--- src/rtl/core/vvr_pkg.sv ---
// shared types and constants for the voice volume ramp block
package vvr_pkg;

    localparam int LEVEL_W  = 7;
    localparam int STEP_W   = 8;
    localparam int DUR_W    = 15;
    localparam int CNT_W    = 16;
    localparam int VOL_W    = 14;
    localparam int ACC_W    = 28;
    localparam int OPB_W    = 15;
    localparam int RCP_W    = 29;
    localparam int RCP_SHIFT = 42;
    localparam int DIV_STEPS = 28;
    localparam int DIV_CNT_W = 5;

    localparam logic [VOL_W-1:0]   SCALE_MUL  = 14'h3FFF;
    // ceil(2^42 / 0x3f01), exact quotient for any dividend below 2^28
    localparam logic [RCP_W-1:0]   SCALE_RCP  = 29'd272679430;
    localparam logic [LEVEL_W-1:0] PAN_CENTER = 7'h40;
    localparam logic [LEVEL_W-1:0] LEVEL_MAX  = 7'd127;
    localparam int                 PAN_SHIFT  = 6;

    localparam logic ACT_ARM  = 1'b0;
    localparam logic ACT_TICK = 1'b1;

    localparam logic REG_BANK = 1'b0;
    localparam logic REG_MONO = 1'b1;

    typedef enum logic [3:0] {
        S_IDLE,
        S_EVAL,
        S_ARM,
        S_MUL_A,
        S_MUL_B,
        S_DIV_A,
        S_MUL_C,
        S_MUL_D,
        S_DIV_B,
        S_PAN,
        S_FINISH,
        S_OUT
    } state_t;

    typedef enum logic [1:0] {
        OP_MUL,
        OP_DIV,
        OP_RCP
    } alu_op_t;

    typedef struct packed {
        logic               start;
        alu_op_t            op;
        logic [ACC_W-1:0]   a;
        logic [OPB_W-1:0]   b;
    } alu_req_t;

    typedef struct packed {
        logic               done;
        logic [ACC_W-1:0]   result;
    } alu_rsp_t;

    typedef struct packed {
        logic               active;
        logic [LEVEL_W-1:0] level;
        logic [LEVEL_W-1:0] target;
        logic [STEP_W-1:0]  step;
        logic [DUR_W-1:0]   reload;
        logic [CNT_W-1:0]   countdown;
    } voice_entry_t;

endpackage

--- src/rtl/core/vvr_alu.sv ---
// shared multiply and bit-serial divide unit
module vvr_alu
    import vvr_pkg::*;
(
    input  logic     clk,
    input  logic     rst_n,
    input  alu_req_t req,
    output alu_rsp_t rsp
);

    logic                 busy_reg;
    logic                 done_reg;
    logic [DIV_CNT_W-1:0] cnt_reg;
    logic [ACC_W-1:0]     q_reg;
    logic [OPB_W-1:0]     rem_reg;
    logic [OPB_W-1:0]     div_reg;

    logic [OPB_W:0]                 trial;
    logic                           ge;
    logic [OPB_W:0]                 diff;
    logic [RCP_W-1:0]               mul_b;
    logic [ACC_W+RCP_W-1:0]         prod;

    assign trial = {rem_reg, q_reg[ACC_W-1]};
    assign ge    = trial >= {1'b0, div_reg};
    assign diff  = trial - {1'b0, div_reg};
    assign mul_b = (req.op == OP_RCP) ? SCALE_RCP : RCP_W'(req.b);
    assign prod  = {{RCP_W{1'b0}}, req.a} * {{ACC_W{1'b0}}, mul_b};

    always_ff @(posedge clk or negedge rst_n)
    begin
        if (!rst_n)
        begin
            busy_reg <= 1'b0;
            done_reg <= 1'b0;
            cnt_reg  <= '0;
        end
        else
        begin
            done_reg <= 1'b0;
            if (req.start)
            begin
                if (req.op != OP_DIV)
                begin
                    done_reg <= 1'b1;
                end
                else
                begin
                    busy_reg <= 1'b1;
                    cnt_reg  <= DIV_CNT_W'(DIV_STEPS - 1);
                end
            end
            else if (busy_reg)
            begin
                cnt_reg <= cnt_reg - 1'b1;
                if (cnt_reg == '0)
                begin
                    busy_reg <= 1'b0;
                    done_reg <= 1'b1;
                end
            end
        end
    end

    always_ff @(posedge clk)
    begin
        if (req.start)
        begin
            if (req.op == OP_MUL)
            begin
                q_reg <= prod[ACC_W-1:0];
            end
            else if (req.op == OP_RCP)
            begin
                q_reg <= ACC_W'(prod[ACC_W+RCP_W-1:RCP_SHIFT]);
            end
            else
            begin
                q_reg   <= req.a;
                rem_reg <= '0;
                div_reg <= req.b;
            end
        end
        else if (busy_reg)
        begin
            q_reg   <= {q_reg[ACC_W-2:0], ge};
            rem_reg <= ge ? diff[OPB_W-1:0] : trial[OPB_W-1:0];
        end
    end

    assign rsp.done   = done_reg;
    assign rsp.result = q_reg;

endmodule

--- src/rtl/core/vvr_store.sv ---
// per-voice ramp state memory with valid bits
module vvr_store
    import vvr_pkg::*;
#(
    parameter int VOICES = 24,
    parameter int IDX_W  = (VOICES > 1) ? $clog2(VOICES) : 1
)
(
    input  logic             clk,
    input  logic             rst_n,
    input  logic             rd_en,
    input  logic [IDX_W-1:0] rd_addr,
    output voice_entry_t     rd_data,
    input  logic             wr_en,
    input  logic [IDX_W-1:0] wr_addr,
    input  voice_entry_t     wr_data
);

    voice_entry_t      mem [VOICES];
    voice_entry_t      rd_reg;
    logic              rd_valid_reg;
    logic [VOICES-1:0] valid_reg;

    always_ff @(posedge clk)
    begin
        if (wr_en)
        begin
            mem[wr_addr] <= wr_data;
        end
        if (rd_en)
        begin
            rd_reg <= mem[rd_addr];
        end
    end

    always_ff @(posedge clk or negedge rst_n)
    begin
        if (!rst_n)
        begin
            valid_reg    <= '0;
            rd_valid_reg <= 1'b0;
        end
        else
        begin
            if (rd_en)
            begin
                rd_valid_reg <= valid_reg[rd_addr];
            end
            if (wr_en)
            begin
                valid_reg[wr_addr] <= 1'b1;
            end
        end
    end

    assign rd_data = rd_valid_reg ? rd_reg : '0;

endmodule

--- src/rtl/core/vvr_ctrl.sv ---
// sequencer and datapath registers for arm and tick requests
module vvr_ctrl
    import vvr_pkg::*;
#(
    parameter int VOICES = 24,
    parameter int IDX_W  = (VOICES > 1) ? $clog2(VOICES) : 1
)
(
    input  logic                clk,
    input  logic                rst_n,
    input  logic                in_valid,
    output logic                in_ready,
    input  logic                action,
    input  logic [4:0]          voice,
    input  logic [LEVEL_W-1:0]  start_level,
    input  logic [LEVEL_W-1:0]  end_level,
    input  logic [DUR_W-1:0]    duration,
    input  logic [LEVEL_W-1:0]  master_volume,
    input  logic [LEVEL_W-1:0]  channel_volume,
    input  logic [LEVEL_W-1:0]  pan,
    input  logic [LEVEL_W-1:0]  master_pan,
    input  logic [LEVEL_W-1:0]  extra_pan,
    input  logic [LEVEL_W-1:0]  bank_volume,
    input  logic                mono_mode,
    output logic                out_valid,
    input  logic                out_ready,
    output logic [4:0]          voice_out,
    output logic                updated,
    output logic [VOL_W-1:0]    left_volume,
    output logic [VOL_W-1:0]    right_volume,
    output logic [LEVEL_W-1:0]  current_level,
    output logic                ramp_active,
    output logic                rejected,
    output logic                st_rd_en,
    output logic [IDX_W-1:0]    st_rd_addr,
    input  voice_entry_t        st_rd_data,
    output logic                st_wr_en,
    output logic [IDX_W-1:0]    st_wr_addr,
    output voice_entry_t        st_wr_data,
    output alu_req_t            alu_req,
    input  alu_rsp_t            alu_rsp
);

    state_t state_reg, state_next;

    logic               action_reg;
    logic [4:0]         voice_reg;
    logic               in_range_reg;
    logic [LEVEL_W-1:0] sl_reg, el_reg;
    logic [DUR_W-1:0]   dur_reg;
    logic [LEVEL_W-1:0] mvol_reg, cvol_reg, pan_reg, mpan_reg, xpan_reg;

    voice_entry_t       ent_reg, ent_next;
    logic [ACC_W-1:0]   acc_reg, acc_next;
    logic               issued_reg, issued_next;
    logic [1:0]         pan_idx_reg, pan_idx_next;
    logic [VOL_W-1:0]   lv_reg, lv_next, rv_reg, rv_next;
    logic               small_reg, small_next;
    logic               up_reg, up_next;
    logic [LEVEL_W-1:0] mag_reg, mag_next;

    logic               updated_reg, updated_next;
    logic               rejected_reg, rejected_next;
    logic [LEVEL_W-1:0] cur_reg, cur_next;
    logic               act_reg, act_next;
    logic [VOL_W-1:0]   left_reg, left_next, right_reg, right_next;

    logic               in_fire;
    logic               in_range_in;
    logic               arm_bad;
    logic               going_up;
    logic [LEVEL_W-1:0] mag;
    voice_entry_t       ent;
    logic signed [8:0]  step_s;
    logic signed [8:0]  sum;
    logic signed [8:0]  tgt_s;
    logic               hit;
    logic [LEVEL_W-1:0] new_level;
    logic               tick_idle;
    logic               tick_wait;
    logic [LEVEL_W-1:0] pan_sel;
    logic               pan_left;
    logic [STEP_W-1:0]  arm_step;
    logic [DUR_W-1:0]   arm_iv;
    voice_entry_t       arm_entry;
    voice_entry_t       dec_entry;
    voice_entry_t       fin_entry;
    logic               alu_active;

    assign in_fire     = in_valid && in_ready;
    assign in_range_in = 32'(voice) < VOICES;

    assign ent       = st_rd_data;
    assign arm_bad   = (sl_reg == el_reg) || (dur_reg == '0);
    assign going_up  = el_reg > sl_reg;
    assign mag       = going_up ? (el_reg - sl_reg) : (sl_reg - el_reg);
    assign step_s    = {ent.step[STEP_W-1], ent.step};
    assign sum       = $signed({2'b00, ent.level}) + step_s;
    assign tgt_s     = $signed({2'b00, ent.target});
    assign hit       = (!step_s[8] && (step_s != '0) && (tgt_s <= sum))
                     || (step_s[8] && (tgt_s >= sum));
    assign tick_idle = !ent.active;
    assign tick_wait = ent.countdown != '0;

    always_comb
    begin
        if (hit)
        begin
            new_level = ent.target;
        end
        else if (sum < 0)
        begin
            new_level = '0;
        end
        else if (sum > $signed({2'b00, LEVEL_MAX}))
        begin
            new_level = LEVEL_MAX;
        end
        else
        begin
            new_level = sum[LEVEL_W-1:0];
        end
    end

    always_comb
    begin
        unique case (pan_idx_reg)
            2'd0:    pan_sel = pan_reg;
            2'd1:    pan_sel = mpan_reg;
            default: pan_sel = xpan_reg;
        endcase
    end
    assign pan_left = pan_sel >= PAN_CENTER;

    always_comb
    begin
        if (small_reg)
        begin
            arm_step = up_reg ? STEP_W'(1) : {STEP_W{1'b1}};
            arm_iv   = alu_rsp.result[DUR_W-1:0];
        end
        else
        begin
            arm_step = up_reg ? alu_rsp.result[STEP_W-1:0]
                              : STEP_W'(-alu_rsp.result[STEP_W-1:0]);
            arm_iv   = '0;
        end
    end

    always_comb
    begin
        arm_entry.active    = 1'b1;
        arm_entry.level     = sl_reg;
        arm_entry.target    = el_reg;
        arm_entry.step      = arm_step;
        arm_entry.reload    = arm_iv;
        arm_entry.countdown = {1'b0, arm_iv};
    end

    always_comb
    begin
        dec_entry           = ent;
        dec_entry.countdown = ent.countdown - 1'b1;
    end

    always_comb
    begin
        fin_entry           = ent_reg;
        fin_entry.countdown = {1'b0, ent_reg.reload};
    end

    // next state
    always_comb
    begin
        state_next = state_reg;
        unique case (state_reg)
            S_IDLE:
            begin
                if (in_fire)
                begin
                    state_next = S_EVAL;
                end
            end
            S_EVAL:
            begin
                priority if (!in_range_reg)
                begin
                    state_next = S_OUT;
                end
                else if (action_reg == ACT_ARM)
                begin
                    state_next = arm_bad ? S_OUT : S_ARM;
                end
                else if (tick_idle || tick_wait)
                begin
                    state_next = S_OUT;
                end
                else
                begin
                    state_next = S_MUL_A;
                end
            end
            S_ARM:    if (alu_rsp.done) state_next = S_OUT;
            S_MUL_A:  if (alu_rsp.done) state_next = S_MUL_B;
            S_MUL_B:  if (alu_rsp.done) state_next = S_DIV_A;
            S_DIV_A:  if (alu_rsp.done) state_next = S_MUL_C;
            S_MUL_C:  if (alu_rsp.done) state_next = S_MUL_D;
            S_MUL_D:  if (alu_rsp.done) state_next = S_DIV_B;
            S_DIV_B:  if (alu_rsp.done) state_next = S_PAN;
            S_PAN:
            begin
                if (alu_rsp.done && (pan_idx_reg == 2'd2))
                begin
                    state_next = S_FINISH;
                end
            end
            S_FINISH: state_next = S_OUT;
            S_OUT:
            begin
                if (out_ready)
                begin
                    state_next = S_IDLE;
                end
            end
            default:  state_next = S_IDLE;
        endcase
    end

    // outputs
    always_comb
    begin
        in_ready    = 1'b0;
        out_valid   = 1'b0;
        st_rd_en    = 1'b0;
        st_wr_en    = 1'b0;
        st_wr_data  = fin_entry;
        alu_active  = 1'b0;
        alu_req.op  = OP_MUL;
        alu_req.a   = acc_reg;
        alu_req.b   = '0;
        unique case (state_reg)
            S_IDLE:
            begin
                in_ready = 1'b1;
                st_rd_en = in_valid && in_range_in;
            end
            S_EVAL:
            begin
                st_wr_en   = in_range_reg && (action_reg == ACT_TICK)
                             && !tick_idle && tick_wait;
                st_wr_data = dec_entry;
            end
            S_ARM:
            begin
                alu_active = 1'b1;
                alu_req.op = OP_DIV;
                alu_req.a  = small_reg ? ACC_W'(dur_reg) : ACC_W'(mag_reg);
                alu_req.b  = small_reg ? OPB_W'(mag_reg) : OPB_W'(dur_reg);
                st_wr_en   = alu_rsp.done;
                st_wr_data = arm_entry;
            end
            S_MUL_A:
            begin
                alu_active = 1'b1;
                alu_req.a  = ACC_W'(ent_reg.level);
                alu_req.b  = OPB_W'(bank_volume);
            end
            S_MUL_B:
            begin
                alu_active = 1'b1;
                alu_req.b  = OPB_W'(SCALE_MUL);
            end
            S_DIV_A, S_DIV_B:
            begin
                alu_active = 1'b1;
                alu_req.op = OP_RCP;
            end
            S_MUL_C:
            begin
                alu_active = 1'b1;
                alu_req.b  = OPB_W'(mvol_reg);
            end
            S_MUL_D:
            begin
                alu_active = 1'b1;
                alu_req.b  = OPB_W'(cvol_reg);
            end
            S_PAN:
            begin
                alu_active = 1'b1;
                alu_req.a  = pan_left ? ACC_W'(lv_reg) : ACC_W'(rv_reg);
                alu_req.b  = pan_left ? OPB_W'(LEVEL_MAX - pan_sel) : OPB_W'(pan_sel);
            end
            S_FINISH:
            begin
                st_wr_en   = 1'b1;
                st_wr_data = fin_entry;
            end
            S_OUT:
            begin
                out_valid = 1'b1;
            end
            default:
            begin
                in_ready = 1'b0;
            end
        endcase
        alu_req.start = alu_active && !issued_reg;
    end

    assign st_rd_addr = IDX_W'(voice);
    assign st_wr_addr = IDX_W'(voice_reg);

    // datapath
    always_comb
    begin
        ent_next      = ent_reg;
        acc_next      = acc_reg;
        issued_next   = issued_reg;
        pan_idx_next  = pan_idx_reg;
        lv_next       = lv_reg;
        rv_next       = rv_reg;
        small_next    = small_reg;
        up_next       = up_reg;
        mag_next      = mag_reg;
        updated_next  = updated_reg;
        rejected_next = rejected_reg;
        cur_next      = cur_reg;
        act_next      = act_reg;
        left_next     = left_reg;
        right_next    = right_reg;

        if (alu_req.start)
        begin
            issued_next = 1'b1;
        end
        if (alu_rsp.done)
        begin
            issued_next = 1'b0;
            acc_next    = alu_rsp.result;
        end

        unique case (state_reg)
            S_EVAL:
            begin
                updated_next  = 1'b0;
                rejected_next = 1'b0;
                left_next     = '0;
                right_next    = '0;
                cur_next      = ent.level;
                act_next      = ent.active;
                mag_next      = mag;
                up_next       = going_up;
                small_next    = DUR_W'(mag) < dur_reg;
                pan_idx_next  = '0;
                ent_next      = ent;
                ent_next.level  = new_level;
                ent_next.active = !hit;
                priority if (!in_range_reg)
                begin
                    rejected_next = action_reg == ACT_ARM;
                    cur_next      = '0;
                    act_next      = 1'b0;
                end
                else if (action_reg == ACT_ARM)
                begin
                    rejected_next = arm_bad;
                end
                else
                begin
                    rejected_next = 1'b0;
                end
            end
            S_ARM:
            begin
                if (alu_rsp.done)
                begin
                    cur_next = sl_reg;
                    act_next = 1'b1;
                end
            end
            S_DIV_B:
            begin
                if (alu_rsp.done)
                begin
                    lv_next = alu_rsp.result[VOL_W-1:0];
                    rv_next = alu_rsp.result[VOL_W-1:0];
                end
            end
            S_PAN:
            begin
                if (alu_rsp.done)
                begin
                    pan_idx_next = pan_idx_reg + 1'b1;
                    if (pan_left)
                    begin
                        lv_next = alu_rsp.result[PAN_SHIFT +: VOL_W];
                    end
                    else
                    begin
                        rv_next = alu_rsp.result[PAN_SHIFT +: VOL_W];
                    end
                end
            end
            S_FINISH:
            begin
                updated_next = 1'b1;
                cur_next     = ent_reg.level;
                act_next     = ent_reg.active;
                left_next    = lv_reg;
                right_next   = rv_reg;
                if (mono_mode)
                begin
                    if (lv_reg >= rv_reg)
                    begin
                        right_next = lv_reg;
                    end
                    else
                    begin
                        left_next = rv_reg;
                    end
                end
            end
            default:
            begin
                ent_next = ent_reg;
            end
        endcase
    end

    always_ff @(posedge clk or negedge rst_n)
    begin
        if (!rst_n)
        begin
            state_reg   <= S_IDLE;
            issued_reg  <= 1'b0;
            pan_idx_reg <= '0;
        end
        else
        begin
            state_reg   <= state_next;
            issued_reg  <= issued_next;
            pan_idx_reg <= pan_idx_next;
        end
    end

    always_ff @(posedge clk)
    begin
        if (in_fire)
        begin
            action_reg   <= action;
            voice_reg    <= voice;
            in_range_reg <= in_range_in;
            sl_reg       <= start_level;
            el_reg       <= end_level;
            dur_reg      <= duration;
            mvol_reg     <= master_volume;
            cvol_reg     <= channel_volume;
            pan_reg      <= pan;
            mpan_reg     <= master_pan;
            xpan_reg     <= extra_pan;
        end
        ent_reg      <= ent_next;
        acc_reg      <= acc_next;
        lv_reg       <= lv_next;
        rv_reg       <= rv_next;
        small_reg    <= small_next;
        up_reg       <= up_next;
        mag_reg      <= mag_next;
        updated_reg  <= updated_next;
        rejected_reg <= rejected_next;
        cur_reg      <= cur_next;
        act_reg      <= act_next;
        left_reg     <= left_next;
        right_reg    <= right_next;
    end

    assign voice_out     = voice_reg;
    assign updated       = updated_reg;
    assign left_volume   = left_reg;
    assign right_volume  = right_reg;
    assign current_level = cur_reg;
    assign ramp_active   = act_reg;
    assign rejected      = rejected_reg;

endmodule

--- src/rtl/core/voice_volume_ramp_pan.sv ---
// top level of the per-voice volume ramp with three-stage pan
//
// one request at a time. a tick that only counts down, an idle voice or a
// rejected arm goes straight on to the output handshake; an accepted arm
// runs a divide on the shared arithmetic unit, and a tick that steps the
// level runs the scaling and pan steps on it. the unit's divider
// retires one quotient bit per cycle over 28 bits for the arm, while the
// scaling multiplies, the two scaling divides (done as reciprocal
// multiplies) and the pan stages each use its multiplier.
// registers: bank_volume at 0x0, mono_mode at 0x4
module voice_volume_ramp_pan
    import vvr_pkg::*;
#(
    parameter int VOICES = 24
)
(
    input  logic                clk,
    input  logic                rst_n,
    input  logic                psel,
    input  logic                penable,
    input  logic                pwrite,
    input  logic [2:0]          paddr,
    input  logic [31:0]         pwdata,
    output logic [31:0]         prdata,
    output logic                pready,
    input  logic                in_valid,
    output logic                in_ready,
    input  logic                action,
    input  logic [4:0]          voice,
    input  logic [LEVEL_W-1:0]  start_level,
    input  logic [LEVEL_W-1:0]  end_level,
    input  logic [DUR_W-1:0]    duration,
    input  logic [LEVEL_W-1:0]  master_volume,
    input  logic [LEVEL_W-1:0]  channel_volume,
    input  logic [LEVEL_W-1:0]  pan,
    input  logic [LEVEL_W-1:0]  master_pan,
    input  logic [LEVEL_W-1:0]  extra_pan,
    output logic                out_valid,
    input  logic                out_ready,
    output logic [4:0]          voice_out,
    output logic                updated,
    output logic [VOL_W-1:0]    left_volume,
    output logic [VOL_W-1:0]    right_volume,
    output logic [LEVEL_W-1:0]  current_level,
    output logic                ramp_active,
    output logic                rejected
);

    localparam int IDX_W = (VOICES > 1) ? $clog2(VOICES) : 1;

    logic [LEVEL_W-1:0] bank_reg;
    logic               mono_reg;
    logic               cfg_wr;
    logic               reg_idx;

    logic               st_rd_en;
    logic [IDX_W-1:0]   st_rd_addr;
    voice_entry_t       st_rd_data;
    logic               st_wr_en;
    logic [IDX_W-1:0]   st_wr_addr;
    voice_entry_t       st_wr_data;
    alu_req_t           alu_req;
    alu_rsp_t           alu_rsp;

    assign pready  = 1'b1;
    assign cfg_wr  = psel && penable && pwrite && pready;
    assign reg_idx = paddr[2];

    always_ff @(posedge clk or negedge rst_n)
    begin
        if (!rst_n)
        begin
            bank_reg <= LEVEL_MAX;
            mono_reg <= 1'b0;
        end
        else if (cfg_wr)
        begin
            unique case (reg_idx)
                REG_BANK: bank_reg <= pwdata[LEVEL_W-1:0];
                REG_MONO: mono_reg <= pwdata[0];
                default:  bank_reg <= bank_reg;
            endcase
        end
    end

    always_comb
    begin
        unique case (reg_idx)
            REG_BANK: prdata = {{(32-LEVEL_W){1'b0}}, bank_reg};
            REG_MONO: prdata = {31'b0, mono_reg};
            default:  prdata = '0;
        endcase
    end

    vvr_store #(
        .VOICES (VOICES),
        .IDX_W  (IDX_W)
    ) u_store (
        .clk     (clk),
        .rst_n   (rst_n),
        .rd_en   (st_rd_en),
        .rd_addr (st_rd_addr),
        .rd_data (st_rd_data),
        .wr_en   (st_wr_en),
        .wr_addr (st_wr_addr),
        .wr_data (st_wr_data)
    );

    vvr_alu u_alu (
        .clk   (clk),
        .rst_n (rst_n),
        .req   (alu_req),
        .rsp   (alu_rsp)
    );

    vvr_ctrl #(
        .VOICES (VOICES),
        .IDX_W  (IDX_W)
    ) u_ctrl (
        .clk            (clk),
        .rst_n          (rst_n),
        .in_valid       (in_valid),
        .in_ready       (in_ready),
        .action         (action),
        .voice          (voice),
        .start_level    (start_level),
        .end_level      (end_level),
        .duration       (duration),
        .master_volume  (master_volume),
        .channel_volume (channel_volume),
        .pan            (pan),
        .master_pan     (master_pan),
        .extra_pan      (extra_pan),
        .bank_volume    (bank_reg),
        .mono_mode      (mono_reg),
        .out_valid      (out_valid),
        .out_ready      (out_ready),
        .voice_out      (voice_out),
        .updated        (updated),
        .left_volume    (left_volume),
        .right_volume   (right_volume),
        .current_level  (current_level),
        .ramp_active    (ramp_active),
        .rejected       (rejected),
        .st_rd_en       (st_rd_en),
        .st_rd_addr     (st_rd_addr),
        .st_rd_data     (st_rd_data),
        .st_wr_en       (st_wr_en),
        .st_wr_addr     (st_wr_addr),
        .st_wr_data     (st_wr_data),
        .alu_req        (alu_req),
        .alu_rsp        (alu_rsp)
    );

endmodule
--- config.mk ---
export PLATFORM = sky130hd
export DESIGN_NAME = voice_volume_ramp_pan
export DESIGN_NICKNAME = d
export VERILOG_FILES = /design/src/rtl/core/vvr_pkg.sv /design/src/rtl/core/vvr_alu.sv /design/src/rtl/core/vvr_store.sv /design/src/rtl/core/vvr_ctrl.sv /design/src/rtl/core/voice_volume_ramp_pan.sv
export SDC_FILE = /design/constraint.sdc
export NUM_CORES = 2
export LEC_CHECK = 0
export BUFFER_PORTS_ARGS = -buffer_cell sky130_fd_sc_hd__buf_2
export CAP_MARGIN = 20
export CORE_AREA = 2 2 428 430
export DETAILED_ROUTE_END_ITERATION = 8
export DIE_AREA = 0 0 430 432
export SLEW_MARGIN = 5
export SYNTH_ARGS = -nofsm -noshare
export SYNTH_HDL_FRONTEND = slang
export SYNTH_SLANG_ARGS = --single-unit
export TNS_END_PERCENT = 30
--- constraint.sdc ---
create_clock -name clk -period 9.4 [get_ports clk]
set_input_delay 2.35 -clock clk [delete_from_list [all_inputs] [get_ports clk]]
set_output_delay 2.35 -clock clk [all_outputs]
set_load 0.05 [all_outputs]
======== Word-level counts from Yosys, hierarchy flattened ========
Memories as Yosys holds them, arrays and structs flattened. A register that Yosys moved wholly into a read port is not among the register bits.
Index checks and enable logic that the tools add are counted.
word-level totals
  flip-flop bits (word level) ............. 317
  bits in writable memories ............... 1,296
  bits of input ports ..................... 112
  output and inout port bits .............. 78
  word-level logic and storage cells ...... 238
  memories ................................ 1
cells by class
  add/subtract/negate cells ............... 9
  multipliers ............................. 1
  $lt $le $gt $ge ......................... 13
  eq/ne operators ......................... 32
  muxes and demuxes ....................... 91
  bitwise operators ....................... 5
  reductions and logical operators ........ 45
memory list
  name         words  bits a word  read ports  clocked after memory_dff  write ports  RTL line         RTL
  u_store.mem  24     54           1           1                         1            vvr_store.sv:19  voice_entry_t mem [VOICES];
operator list
  operator                                            number
  2-to-1 mux 15 bit                                   9
  2-to-1 mux 14 bit                                   9
  2-to-1 mux 28 bit                                   4
  case mux 14 bit (2 select lines)                    4
  case mux 54 bit (2 select lines)                    1
  case mux 15 bit (6 select lines)                    1
  case mux 28 bit (3 select lines)                    1
  case mux 32 bit (2 select lines)                    1
  multiplier 28 x 29 -> 57 bit                        1
  2-to-1 mux 4 bit                                    14
  2-to-1 mux 54 bit                                   1
  case mux 4 bit (12 select lines)                    1
  2-to-1 mux 7 bit                                    6
  2-to-1 mux 29 bit                                   1
  != test 2 bit, second input constant                13
  2-to-1 mux 8 bit                                    3
  bitwise OR 24 bit                                   1
  2-to-1 mux 1 bit                                    22
  case mux 7 bit (3 select lines)                     1
  == test 4 x 3 -> 1 bit, second input constant       4
  == test 4 bit, second input constant                4
  greater-or-equal comparator 16 x 15 -> 1 bit        1
  nonzero test 16 bit                                 1
  subtractor 16 x 1 -> 16 bit, second input constant  1
  other kinds (49)                                    91

======== Depth between registers and ports, before layout ========
  word-level depth ........................ 10
  mapped depth ............................ 37
  depth with buffers taken out ............ 34

======== Modules after synthesis ========
A second synthesis with hierarchy kept.
second synthesis, totals
  cell total of the unflattened synthesis .. 6,003
  area total of the unflattened synthesis .. 87,078.5 um2
modules (own cells, without submodules)
  module                 times used  cells each  area each (um2)  sequential area each (um2)
  vvr_store              1           2,423       52,940.8         41,164.5
  vvr_alu                1           2,394       21,333.0         1,916.8
  vvr_ctrl               1           1,133       12,209.2         6,541.3
  voice_volume_ramp_pan  1           53          595.6            209.0

======== Worst setup path after synthesis ========
Ideal clock, no wire load.
  path kind ............................... reg-to-reg
  start point ............................. register u_ctrl.pan_idx_reg[0]
  end point ............................... register u_alu.q_reg[11] (data pin)
  library setup time ...................... 0.263 ns
  arrival time ............................ 8.204 ns
  data required time ...................... 9.137 ns
  path slack .............................. 0.933 ns
  cell stages (with the launch flop) ...... 33
  path buffers ............................ 4
  period minus slack after synthesis ...... 8.467 ns
  cell sequence ........................... dfrtp_1 > inv_1 > ha_1 > buf_1 > nor2_2 > nand2_1 > nand2_1 > clkbuf_1 > a21oi_1 > o21ai_0 > clkbuf_1 > nand2_1 > fa_1 > inv_1 > fa_1 > fa_1 > fa_1 > fa_1 > fa_1 > inv_1 > fa_1 > inv_1 > ha_1 > buf_6 > a211oi_2 > o21bai_1 > or4b_1 > a41o_1 > a31oi_1 > o211ai_2 > a221oi_2 > xor2_1 > o22ai_1
between the ends
  longest elaborated chain between the ends .. 10
  elaborated cells between the ends (all ways) .. 14
  those cells by class .................... add/sub (1); mul (1); order compare (1); eq/ne (1); mux (9); reduce/logical (1)
ends and longest elaborated chain
  item                                                                                   RTL line                          RTL
  start: declaration                                                                     vvr_ctrl.sv:56                    logic [1:0] pan_idx_reg, pan_idx_next;
  start signal: assignment                                                               vvr_ctrl.sv:443                   pan_idx_reg <= pan_idx_next;
  == test 2 x 1 -> 1 bit / logical NOT 2 bit (equally long branches)                     vvr_ctrl.sv:127                   unique case (pan_idx_reg)
  case mux 7 bit (2 select lines) *                                                      vvr_ctrl.sv:127
  subtractor 7 x 7 -> 8 bit / greater-or-equal comparator 7 bit (equally long branches)  vvr_ctrl.sv:292, vvr_ctrl.sv:133
  2-to-1 mux 15 bit                                                                      vvr_ctrl.sv:292                   alu_req.b = pan_left ? OPB_W'(LEVEL_MAX - pan_sel) : OPB_W'(pan_sel);
  case mux 15 bit (6 select lines)                                                       vvr_ctrl.sv:241                   unique case (state_reg)
  2-to-1 mux 29 bit                                                                      vvr_alu.sv:27                     assign mul_b = (req.op == OP_RCP) ? SCALE_RCP : RCP_W'(req.b);
  multiplier 28 x 29 -> 57 bit                                                           vvr_alu.sv:28                     assign prod = {{RCP_W{1'b0}}, req.a} * {{ACC_W{1'b0}}, mul_b};
  2-to-1 mux 28 bit                                                                      vvr_alu.sv:73                     else if (req.op == OP_RCP)
  2-to-1 mux 28 bit *                                                                    vvr_alu.sv:69                     if (req.op == OP_MUL)
  2-to-1 mux 28 bit *                                                                    vvr_alu.sv:67                     if (req.start)
  end signal: assignment                                                                 vvr_alu.sv:71                     q_reg <= prod[ACC_W-1:0];
  end signal: assignment                                                                 vvr_alu.sv:75                     q_reg <= ACC_W'(prod[ACC_W+RCP_W-1:RCP_SHIFT]);
  end signal: assignment                                                                 vvr_alu.sv:79                     q_reg <= req.a;
  end: declaration                                                                       vvr_alu.sv:14                     logic [ACC_W-1:0] q_reg;
Every way passes the cells marked *; elsewhere a longest branch is shown, timed or not.
A chain may end at the register's enable or synchronous reset.

======== Worst setup path after layout ========
  start point ............................. register u_ctrl.state_reg[3]
  end point ............................... register u_alu.q_reg[11] (data pin)
between the ends
  longest elaborated chain between the ends .. 9
  elaborated cells between the ends (all ways) .. 22
  those cells by class .................... mul (1); eq/ne (9); mux (8); reduce/logical (4)
ends and longest elaborated chain
  item                                                            RTL line                      RTL
  start: declaration                                              vvr_ctrl.sv:44                state_t state_reg, state_next;
  start signal: assignment                                        vvr_ctrl.sv:441               state_reg <= state_next;
  == test 4 x 3 -> 1 bit / == test 4 bit (equally long branches)  vvr_ctrl.sv:241
  OR reduction 2 bit                                              vvr_ctrl.sv:241
  case mux 2 bit (2 select lines)                                 vvr_ctrl.sv:241
  == test 2 bit                                                   vvr_alu.sv:27, vvr_alu.sv:73
  2-to-1 mux 29 bit                                               vvr_alu.sv:27
  multiplier 28 x 29 -> 57 bit                                    vvr_alu.sv:28
  2-to-1 mux 28 bit                                               vvr_alu.sv:73
  2-to-1 mux 28 bit                                               vvr_alu.sv:69
  2-to-1 mux 28 bit *                                             vvr_alu.sv:67
Marked as above.

==> metrics.md <==
| Metric | Value |
|---|---|
| Hold path start | `u_alu.q_reg[26]$_DFFE_PP_` |
| Fmax | `108.7 MHz` |
| PwrDens | `roughly 380 mW/mm^2` |
| Design area | `roughly 0.095 mm^2` |
| Setup TNS | `0 ns` |
| Seq/Total Area, Yosys | `around 59%` |
| Clock sinks | `roughly 1,700` |
| Cell area after synthesis | `0.08479 mm^2` |
| WS Path Type | `flip-flop to flip-flop` |
| Site Rows | `between 150 and 200` |
| # hold bufs at CTS | `0` |
| Grt ovf | `0` |
| Nets | `6,706` |
| RSZ-0062 raised after global routing | `no` |
| Area grow syn2layout | `12.21%` |
| Most common cell after layout, fill and taps aside | `edfxtp_1` |
| N_diodes | `0` |
| Final Skew | `0.08089 ns` |
| Pleak | `0.03618 uW` |
| Synth Instances | `5,633` |
| Max FFs per register | `1,296` |
| CTS H-tree depth | `4` |
| Max Cap Viol | `0` |
| Final setup viols | `0` |
| Post-route clock period utilization | `97.85%` |
| Commonest non-fill, non-tap cells in the layout | `1,620 x edfxtp_1, 684 x inv_1, 503 x nand2_1` |
| Clk slew on worst S/H paths | `about 0.060 ns` |
| Dpl ws | `0.2247 ns` |
| Synth Area per Inst | `15.05 um^2` |
| Number of synthesized flops with an enable pin | `1,620` |
| Final hold vios | `0` |
| Worst IR Drop VDD | `0.0004827 V` |
| Nature of the critical path endpoint | `flip-flop` |
| Root buffer cell | `clkbuf_16` |
| Synth Register Bits | `1,667` |
| Post-CTS sizing | `0` |
| Worst setup SP type | `flip-flop` |
| Number of remaining DRC errors | `0` |
| First-pass GRT wire length | `329.9 mm` |
| Clk buf depth | `3` |
| Worst setup margin | `roughly 0.20 ns` |
| Cell mode on critical path | `fa_1` |
| Type of the tightest min-delay check | `flip-flop to flip-flop` |
| Period minus WS final | `9.197 ns` |
| Die width | `430 um` |
| Critical Path Source | `u_ctrl.state_reg[3]$_DFFE_PN0P_` |
| Arrival time worst endpoint | `9.70 ns` |
| Fraction of layout cells with a size suffix above 1 | `17.53%` |
| Reg-to-Reg Start | `u_ctrl.state_reg[3]$_DFFE_PN0P_` |
| Asr flop ratio synth | `2.819%` |
| Routed len/inst | `26.43 um` |
| Final RePlAce weighted congestion | `0.9386` |
| Starting Density | `46.66%` |
| First-pass DRT Iterations | `7` |
| Vias per inst | `5.757` |
| WL final | `222.3 mm` |
| Final ANT Viol Nets | `0` |
| Synth Flop Type | `edfxtp_1` |
| DPL Wire Length | `approximately 140 mm` |
| Initial antenna violation count | `1` |
| Slowest-stage cell, CP | `dfrtp_1` |
| Port Buffers | `around 140` |
| Worst-Margin Slew | `1.072 ns` |
| Area of the die | `0.1858 mm^2` |
| Ys Warns | `0` |
| Clock latency at the later pin of the worst-skew pair | `0.81 ns` |
| CP max stage delay | `0.73 ns` |
| CP Max Fanout | `15` |
| Core Region | `0.1817 mm^2` |
| Die H | `432 um` |
| Final Max Tran Viols | `0` |
| Vias in the first global route | `between 40,000 and 50,000` |
| Post-DP Area | `between 0.08 and 0.09 mm^2` |
| Total track usage | `between 20% and 30%` |
| Worst rel slew slack | `28.56%` |
| CTS tree | `yes` |
| Distinct cells, synth | `90` |
| I/O Pins | `190` |
| Worst EP required | `around 10 ns` |
| Drt first-iter violations | `around 5,000` |
| Post-CTS Setup Inserts | `0` |
| CTS Buf Count | `173` |
| Status | `finished, final reports clean` |
| Total number of vias | `48,410` |
| Largest net degree at the start of global routing | `97` |
## final timing paths
kind                                                      to  slack [ns]  cells after the start
max                                u_alu.q_reg[11]$_DFFE_PP_        0.20                     27
min                             u_ctrl.acc_reg[26]$_DFFE_PP_        0.45                      0
max reg2reg                        u_alu.q_reg[11]$_DFFE_PP_        0.20                     27
min reg2reg                     u_ctrl.acc_reg[26]$_DFFE_PP_        0.45                      0
max in group asynchronous   u_store.rd_valid_reg$_DFFE_PN0P_        7.24                      2
min in group asynchronous  u_store.valid_reg[18]$_DFFE_PN0P_        1.68                      2
## worst max-delay path, delay by kind of cell (launching register included)
family	cells	cell delay, ns
flops	1	0.73
simple gates	4	1.13
fa+ha+maj	8	3.96
compound gates	8	1.93
xor+xnor	1	0.17
buf+inv	6	0.99
## where the power goes
group | internal (uW) | total, uW | switching, uW
Sequential | 9960 | 10300 | 382
Combinational | 6800 | 18800 | 12000
Clock | 3940 | 6880 | 2930
## metrics by stage
stage	power (uW)	hold WS [ns]	instances	util [%]
after global placement	28800	0.4303	8088	49.14
after detailed placement	28920	0.4476	8092	49.17
final	36020	0.4540	8410	52.36
after floorplan	22390	0.4262	5657	-
after global routing	38500	0.4561	8410	52.36
after CTS	36030	0.4542	8407	52.32
## layer usage
metal	vias to the layer above	track usage (%)	part of all wire, %
met5	-	0	0.0027
met4	2	7.013	2.8
met3	338	3.331	6.0
met2	1666	41.18	50
met1	25430	32.72	41
li1	20980	-	-
## cells in the mapped netlist, types with 65 or more instances
library cell / count / share of area (%)
a21oi_1: 160 / 0.94
mux4_2: 385 / 10
nand3_1: 65 / 0.38
nor2_1: 331 / 1.5
o21ai_0: 123 / 0.73
fa_1: 403 / 9.5
nand2_1: 503 / 2.2
clkbuf_1: 175 / 0.77
ha_1: 306 / 4.5
edfxtp_1: 1620 / 57
inv_1: 685 / 3.0
mux2i_1: 118 / 1.4
## cell type report
type	instances	area (um^2)
Fill cell	14990	86560
Inverter	688	2585
Clock buffer	207	4498
Tap cell	2385	2984
Sequential cell	1667	49830
Multi-Input combinational cell	3015	31520
Timing Repair Buffer	340	2494
Clock inverter	108	1227
## kinds of logic after synthesis
family                   Yosys count  share of synthesized area, %
flip-flops                      1667                         58.77
other                              2                      0.008858
XOR/XNOR                          68                        0.7024
buffers and inverters            975                         4.508
AO/OA/AOI/OAI                    584                         4.501
multiplexers                     519                         11.83
AND/OR/NAND/NOR                 1109                         5.643
adder cells (fa/ha/maj)          709                         14.03
(Power assumes the default switching activity.)
